===== config.mk =====
export PLATFORM = sky130hd
export DESIGN_NAME = csi_ctrl
export DESIGN_NICKNAME = d
export VERILOG_FILES = /design/src/rtl/csi_pkg.sv /design/src/rtl/csi_ctrl.sv
export SDC_FILE = /design/constraint.sdc
export NUM_CORES = 1
export LEC_CHECK = 0
export CORE_ASPECT_RATIO = 1.75
export CORE_MARGIN = 2
export CORE_UTILIZATION = 24
export CTS_CLUSTER_DIAMETER = 40
export CTS_CLUSTER_SIZE = 20
export DETAILED_ROUTE_END_ITERATION = 7
export DONT_BUFFER_PORTS = 1
export PLACE_DENSITY = 0.41
export SYNTH_ARGS = -nofsm -noshare
export SYNTH_HDL_FRONTEND = slang
export SYNTH_SLANG_ARGS = --single-unit

===== constraint.sdc =====
create_clock -name clock -period 4.3 [get_ports clock]
set_input_delay 0.86 -clock clock [delete_from_list [all_inputs] [get_ports clock]]
set_output_delay 0.86 -clock clock [all_outputs]
set_load 0.01 [all_outputs]

===== src/rtl/csi_pkg.sv =====
// Package with the shared types, constants and codes of the cardinal spline interpolator.
`timescale 1ns / 1ps
package csi_pkg;

   localparam int MAX_POINTS  = 64;
   localparam int IDX_W       = $clog2(MAX_POINTS);
   localparam int CNT_W       = IDX_W + 1;
   localparam int VALUE_WIDTH = 32;
   localparam int TENSION_W   = 17;

   localparam int DIV_NUM_W = 49;
   localparam int DIV_DEN_W = 33;
   localparam int DIV_Q_W   = 21;

   typedef enum logic {
      REQ_LOAD  = 1'b0,
      REQ_QUERY = 1'b1
   } req_kind_type;

   typedef enum logic {
      CSR_POINT_COUNT = 1'b0,
      CSR_TENSION     = 1'b1
   } csr_index_type;

   typedef enum logic [1:0] {
      ST_OK     = 2'd0,
      ST_CLAMP  = 2'd1,
      ST_FEW    = 2'd2,
      ST_REPEAT = 2'd3
   } status_type;

   typedef struct packed {
      req_kind_type                   req_type;
      logic [5:0]                     point_index;
      logic signed [VALUE_WIDTH-1:0]  point_x;
      logic signed [VALUE_WIDTH-1:0]  point_y;
      logic signed [VALUE_WIDTH-1:0]  query_x;
   } req_payload_type;

   typedef struct packed {
      logic signed [VALUE_WIDTH-1:0]  result_x;
      logic signed [VALUE_WIDTH-1:0]  result_y;
      status_type                     status;
   } rsp_payload_type;

   typedef enum logic [4:0] {
      OP_NONE,
      OP_SRCH,
      OP_EMPTY,
      OP_CLAMP,
      OP_LATCH,
      OP_DIV_T,
      OP_T_SET,
      OP_M_TT,
      OP_T2_SET,
      OP_M_T2T,
      OP_T3_SET,
      OP_M_DYC,
      OP_DYC_SET,
      OP_DIV_R,
      OP_R_SET,
      OP_M_M,
      OP_M_SET,
      OP_M_ACC,
      OP_ACC_ADD,
      OP_FIN,
      OP_PUSH
   } dp_op_type;

   typedef struct packed {
      dp_op_type         op;
      logic [IDX_W-1:0]  addr;
      logic [1:0]        sel;
      logic              first;
   } dp_cmd_type;

   typedef struct packed {
      logic              hit;
      logic              below;
      logic              div_busy;
      logic              out_free;
      logic [CNT_W-1:0]  n;
   } dp_sts_type;

   typedef enum logic [4:0] {
      S_IDLE,
      S_SRCH,
      S_CLAMP_RD,
      S_CLAMP_LD,
      S_LOAD,
      S_DT_GO,
      S_DT_WAIT,
      S_T_SET,
      S_M_TT,
      S_T2,
      S_M_T2T,
      S_T3,
      S_M_DYC,
      S_DYC,
      S_DR_GO,
      S_DR_WAIT,
      S_R_SET,
      S_M_M,
      S_M_SET,
      S_M_ACC,
      S_ACC,
      S_FIN,
      S_DONE
   } ctl_state_type;

endpackage


===== src/rtl/csi_ctrl.sv =====
// Controller state machine that sequences the segment search, the divisions and the blend.
`timescale 1ns / 1ps
module csi_ctrl (
   input  logic                   clock,
   input  logic                   reset,
   input  logic                   req_valid,
   output logic                   req_ready,
   input  csi_pkg::req_kind_type  req_kind,
   output csi_pkg::dp_cmd_type    cmd,
   input  csi_pkg::dp_sts_type    sts
);
   import csi_pkg::*;

   ctl_state_type     state_ff, state_in;
   logic [CNT_W-1:0]  n_ff, n_in, idx_ff, idx_in, nm1, kp2w;
   logic [IDX_W-1:0]  k_ff, k_in;
   logic [2:0]        sub_ff, sub_in;
   logic              cmpv_ff, cmpv_in, few_ff, few_in;

   assign nm1  = n_ff - CNT_W'(1);
   assign kp2w = CNT_W'(k_ff) + CNT_W'(2);

   always_ff @(posedge clock) begin
      if (reset) begin
         state_ff <= S_IDLE;
         n_ff     <= '0;
         idx_ff   <= '0;
         k_ff     <= '0;
         sub_ff   <= '0;
         cmpv_ff  <= 1'b0;
         few_ff   <= 1'b0;
      end else begin
         state_ff <= state_in;
         n_ff     <= n_in;
         idx_ff   <= idx_in;
         k_ff     <= k_in;
         sub_ff   <= sub_in;
         cmpv_ff  <= cmpv_in;
         few_ff   <= few_in;
      end
   end

   always_comb begin
      state_in  = state_ff;
      n_in      = n_ff;
      idx_in    = idx_ff;
      k_in      = k_ff;
      sub_in    = sub_ff;
      cmpv_in   = cmpv_ff;
      few_in    = few_ff;
      req_ready = 1'b0;
      cmd       = '{op: OP_NONE, addr: '0, sel: sub_ff[1:0], first: 1'b0};
      unique case (state_ff)
         S_IDLE: begin
            req_ready = 1'b1;
            if (req_valid && req_kind == REQ_QUERY) begin
               n_in    = sts.n;
               idx_in  = '0;
               cmpv_in = 1'b0;
               few_in  = 1'b0;
               if (sts.n == '0) begin
                  cmd.op   = OP_EMPTY;
                  state_in = S_DONE;
               end else if (sts.n == CNT_W'(1)) begin
                  few_in   = 1'b1;
                  state_in = S_CLAMP_RD;
               end else begin
                  state_in = S_SRCH;
               end
            end
         end
         S_SRCH: begin
            cmd.addr = idx_ff[IDX_W-1:0];
            if (idx_ff != n_ff) begin
               idx_in = idx_ff + CNT_W'(1);
            end
            cmpv_in = idx_ff != n_ff;
            if (cmpv_ff) begin
               cmd.op    = OP_SRCH;
               cmd.first = idx_ff == CNT_W'(1);
               if (sts.hit) begin
                  k_in     = IDX_W'(idx_ff - CNT_W'(2));
                  sub_in   = '0;
                  state_in = S_LOAD;
               end else if (idx_ff == n_ff) begin
                  state_in = S_CLAMP_RD;
               end
            end
         end
         S_CLAMP_RD: begin
            cmd.addr = (few_ff || sts.below) ? '0 : nm1[IDX_W-1:0];
            state_in = S_CLAMP_LD;
         end
         S_CLAMP_LD: begin
            cmd.op   = OP_CLAMP;
            cmd.sel  = {1'b0, few_ff};
            state_in = S_DONE;
         end
         S_LOAD: begin
            unique case (sub_ff)
               3'd0:    cmd.addr = k_ff;
               3'd1:    cmd.addr = k_ff + IDX_W'(1);
               3'd2:    cmd.addr = (k_ff == '0) ? k_ff : k_ff - IDX_W'(1);
               3'd3:    cmd.addr = (kp2w <= nm1) ? kp2w[IDX_W-1:0] : nm1[IDX_W-1:0];
               default: cmd.addr = k_ff;
            endcase
            if (sub_ff != '0) begin
               cmd.op  = OP_LATCH;
               cmd.sel = 2'(sub_ff - 3'd1);
            end
            if (sub_ff == 3'd4) begin
               state_in = S_DT_GO;
            end else begin
               sub_in = sub_ff + 3'd1;
            end
         end
         S_DT_GO: begin
            cmd.op   = OP_DIV_T;
            state_in = S_DT_WAIT;
         end
         S_DT_WAIT: begin
            if (!sts.div_busy) begin
               state_in = S_T_SET;
            end
         end
         S_T_SET: begin
            cmd.op   = OP_T_SET;
            state_in = S_M_TT;
         end
         S_M_TT: begin
            cmd.op   = OP_M_TT;
            state_in = S_T2;
         end
         S_T2: begin
            cmd.op   = OP_T2_SET;
            state_in = S_M_T2T;
         end
         S_M_T2T: begin
            cmd.op   = OP_M_T2T;
            state_in = S_T3;
         end
         S_T3: begin
            cmd.op   = OP_T3_SET;
            sub_in   = '0;
            state_in = S_M_DYC;
         end
         S_M_DYC: begin
            cmd.op   = OP_M_DYC;
            state_in = S_DYC;
         end
         S_DYC: begin
            cmd.op   = OP_DYC_SET;
            state_in = S_DR_GO;
         end
         S_DR_GO: begin
            cmd.op   = OP_DIV_R;
            state_in = S_DR_WAIT;
         end
         S_DR_WAIT: begin
            if (!sts.div_busy) begin
               state_in = S_R_SET;
            end
         end
         S_R_SET: begin
            cmd.op   = OP_R_SET;
            state_in = S_M_M;
         end
         S_M_M: begin
            cmd.op   = OP_M_M;
            state_in = S_M_SET;
         end
         S_M_SET: begin
            cmd.op = OP_M_SET;
            if (sub_ff[0]) begin
               sub_in   = '0;
               state_in = S_M_ACC;
            end else begin
               sub_in   = 3'd1;
               state_in = S_M_DYC;
            end
         end
         S_M_ACC: begin
            cmd.op   = OP_M_ACC;
            state_in = S_ACC;
         end
         S_ACC: begin
            cmd.op = OP_ACC_ADD;
            if (sub_ff == 3'd3) begin
               state_in = S_FIN;
            end else begin
               sub_in   = sub_ff + 3'd1;
               state_in = S_M_ACC;
            end
         end
         S_FIN: begin
            cmd.op   = OP_FIN;
            state_in = S_DONE;
         end
         S_DONE: begin
            if (sts.out_free) begin
               cmd.op   = OP_PUSH;
               state_in = S_IDLE;
            end
         end
         default: state_in = S_IDLE;
      endcase
   end

`ifndef SYNTHESIS
   a_div_only_waiting: assert property (@(posedge clock) disable iff (reset)
      sts.div_busy |-> (state_ff == S_DT_WAIT || state_ff == S_DR_WAIT))
      else $error("divider busy outside a wait state");

   a_push_needs_room: assert property (@(posedge clock) disable iff (reset)
      (cmd.op == OP_PUSH) |-> sts.out_free)
      else $error("result pushed into an occupied output stage");

   a_search_bound: assert property (@(posedge clock) disable iff (reset)
      (state_ff == S_SRCH) |-> (idx_ff <= n_ff))
      else $error("search index ran past the point count");

   a_query_leaves_idle: assert property (@(posedge clock) disable iff (reset)
      (req_valid && req_ready && req_kind == REQ_QUERY) |=> (state_ff != S_IDLE))
      else $error("query transfer did not start work");
`endif

endmodule

==> metrics.cfg <==
[min_path]
min_path_type=register to register
min_path_cells=2
min_to=few_ff
min_from=few_ff

[clocking]
post-cts-setup-buffers=0
clock-sinks=30
cts_tree=yes
cts.repair.resized=0
cts-htree-levels=2
clockBufferDepth=2
cts_root_buffer=clkbuf_16
clk_pin_slew_ns=0.05
numCtsBuffers=5
clk-insertion-delay-late_ns=0.28
cts_hold_buf=0

[die]
fp.dieArea_um2=13700
num_io_pins=30
die_h_um=154
placementRows=54
die_w_um=89.5
design.core.area_um2=12500
start_util_pct=24.6

[timing]
finalMaxSlewViolations=0
hold_viol=0
holdWs_ns=0.477
min_period_ns=4.04
clock-skew-final_ns=0.00665
max_slew_margin_pct=50.6
min_period_over_period_pct=93.9
setup-violations-final=0
setup_ws_ns=0.264
rsz0062_at_grt=no
clock.fmax_mhz=248
final.setup.tns_ns=0
tightest_slew_ns=0.734

[grt]
overflow=0
grt_start_max_net_pins=29
grt_pass1_wl_um=16600
antenna_found_initial=0
grt_use_total_pct=15.6
grt_pass1_vias=2998

[yosys]
synth_area_um2=3070
synth-compound-area-share_pct=26.3
syn_nets=450
synth_commonest_cells=nor2_1, nand2_1, dfxtp_1, a21oi_1, ha_1
synth-async-reset-ratio_pct=0
synth_seq_area_share_pct=19.6
ys_ff_latch=30
synth_edf_count=0
synth_flop_cell=dfxtp_1
synth.most_common_cell=nor2_1
synthMuxAreaShare_pct=3.47
synthCells=412
yosysTopAreaCellShare_pct=19.6
synthSimpleGateAreaFrac_pct=27.6
synthAdderAreaFrac_pct=9.38
yosysWarnings=0
yosys.area.top_type=dfxtp_1
synth_area_per_cell_um2=7.45
synth_top_family_by_area=simple AND/OR/NAND/NOR gates
yosys.area_share.xor_xnor_pct=7.42
synth_cell_type_count=72
ys_top_cells_by_area=dfxtp_1, ha_1, nor2_1

[cells_and_area]
layoutNonFillerInstCount=568
num_antenna_cells=0
nNetsFinal=437
syn_to_final_growth_pct=9.58
drive_gt1_share_pct=8.50

[place]
globalplace.congestion=0.906
dp_cells=560
place_ws_ns=0.581
dp_hpwl_um=7910
port_buffers=0

[detailed_routing]
m1WireLength_um=4190
ant_nets=0
drt-pass1-iter-count=4
dr_wl_met2_um=5430
route.detailed.drc=0
met3_length_um=368
drt-total-wl_um=10200
highest_layer=met4
vias_per_cell=5.29
vias=3005
routedWlPerCell_um=18.0
drtIter0Drc=186

[power]
finalPower_w=0.000924
cellPowerDensity_nw_per_um2=275
p_leak_nw=1.17
ir_worst_vdd_uv=178

[worst_setup_path]
cpPeakStageDelay_ns=0.43
end_kind=output port
r2r_cells=5
crit_required_ns=3.44
r2r-end=idx_ff[0]
path_cells=inv_1 > ha_1 > nor3b_1 > xnor2_1 > ha_1 > a21oi_1 > o21ai_0 > o21ai_1 > mux2_2 > o21ai_0
critPathMaxFanout=5
reg2reg_from=state_ff[2]
cpMaxStageDelayCell=o21ai_1
crit_arrival_ns=3.18
start_kind=register
crit_type=register to output port
worst-r2r-setup-slack_ns=1.59

[run]
maxCapViolCount=0

[status]
status=completed

power by group:
part / internal, W / leakage (nW) / switching (W)
clock: 0.000271 / 0.0836 / 0.000132
combinational: 0.0000775 / 0.846 / 0.000136
sequential: 0.000289 / 0.243 / 0.0000191
registers in the layout, summed over array words and instances (netlist names):
register  cells
n_ff          7
sub_ff        3
state_ff      5
cmpv_ff       1
k_ff          6
idx_ff        7
few_ff        1
stage by stage:
| step | utilization (%) | area, um^2 |
|---|---|---|
| 2_1_floorplan | - | 3070 |
| 3_3_place_gp | 25.6 | 3200 |
| 3_5_place_dp | 25.6 | 3200 |
| 4_1_cts | 26.9 | 3360 |
| 5_1_grt | 26.9 | 3360 |
| 6_report | 26.9 | 3360 |
worst max path at each step:
stage	to	slack, ns	depth (start not counted)	from
2_1_floorplan	cmd[4]	0.84	10	n_ff[0]
3_3_place_gp	cmd[4]	0.62	10	n_ff[0]
3_5_place_dp	cmd[4]	0.58	10	n_ff[0]
4_1_cts	cmd[4]	0.27	10	n_ff[0]
5_1_grt	cmd[4]	0.1	10	n_ff[0]
6_report	cmd[4]	0.26	10	n_ff[0]
layer usage:
| layer | GRT usage [%] | vias to the layer above |
|---|---|---|
| met5 | 0 | - |
| met4 | 5.47 | 0 |
| met3 | 2.25 | 14 |
| met2 | 27.6 | 55 |
| met1 | 18.5 | 1448 |
| li1 | - | 1488 |
area by class of cell:
class / instances / area [um^2]
fill: 1392 / 9140
multi-input combinational: 337 / 2270
sequential: 30 / 601
tap: 168 / 210
clock buffer: 5 / 125
inverter: 20 / 75.1
clock inverter: 3 / 40.0
timing repair buffer: 5 / 37.5
kinds of logic after synthesis:
kind of cell             after synthesis
adder cells (fa/ha/maj)               23
flip-flops                            30
AO/OA/AOI/OAI                        117
buffers and inverters                 45
AND/OR/NAND/NOR                      161
XOR/XNOR                              26
multiplexers                          10
layout by cell type (no fill, tap or decap), types with 3 or more instances in the layout:
cell type / n
nor2_1: 41
nand2_1: 39
dfxtp_1: 30
a21oi_1: 27
ha_1: 23
inv_1: 20
nand3_1: 18
o21ai_0: 17
a211oi_1: 15
xnor2_1: 14
xor2_1: 12
nor3_1: 10
nand4_1: 9
a31oi_1: 7
o211ai_1: 7
nand2b_1: 6
o22ai_1: 5
mux2i_1: 5
clkbuf_16: 5
buf_4: 5
nor2b_1: 4
nand3b_1: 4
mux2_2: 4
a21o_1: 3
nor4_1: 3
and2_1: 3
nor3_2: 3
o21a_1: 3
critical path: cells and delay by family (launching register included):
family	cells	cell delay, ns
adder cells (fa/ha/maj)	2	0.53
flip-flops	1	0.40
AND/OR/NAND/NOR	1	0.16
XOR/XNOR	1	0.25
buffers and inverters	1	0.11
multiplexers	1	0.39
AO/OA/AOI/OAI	4	1.05
(Power assumes the default switching activity.)
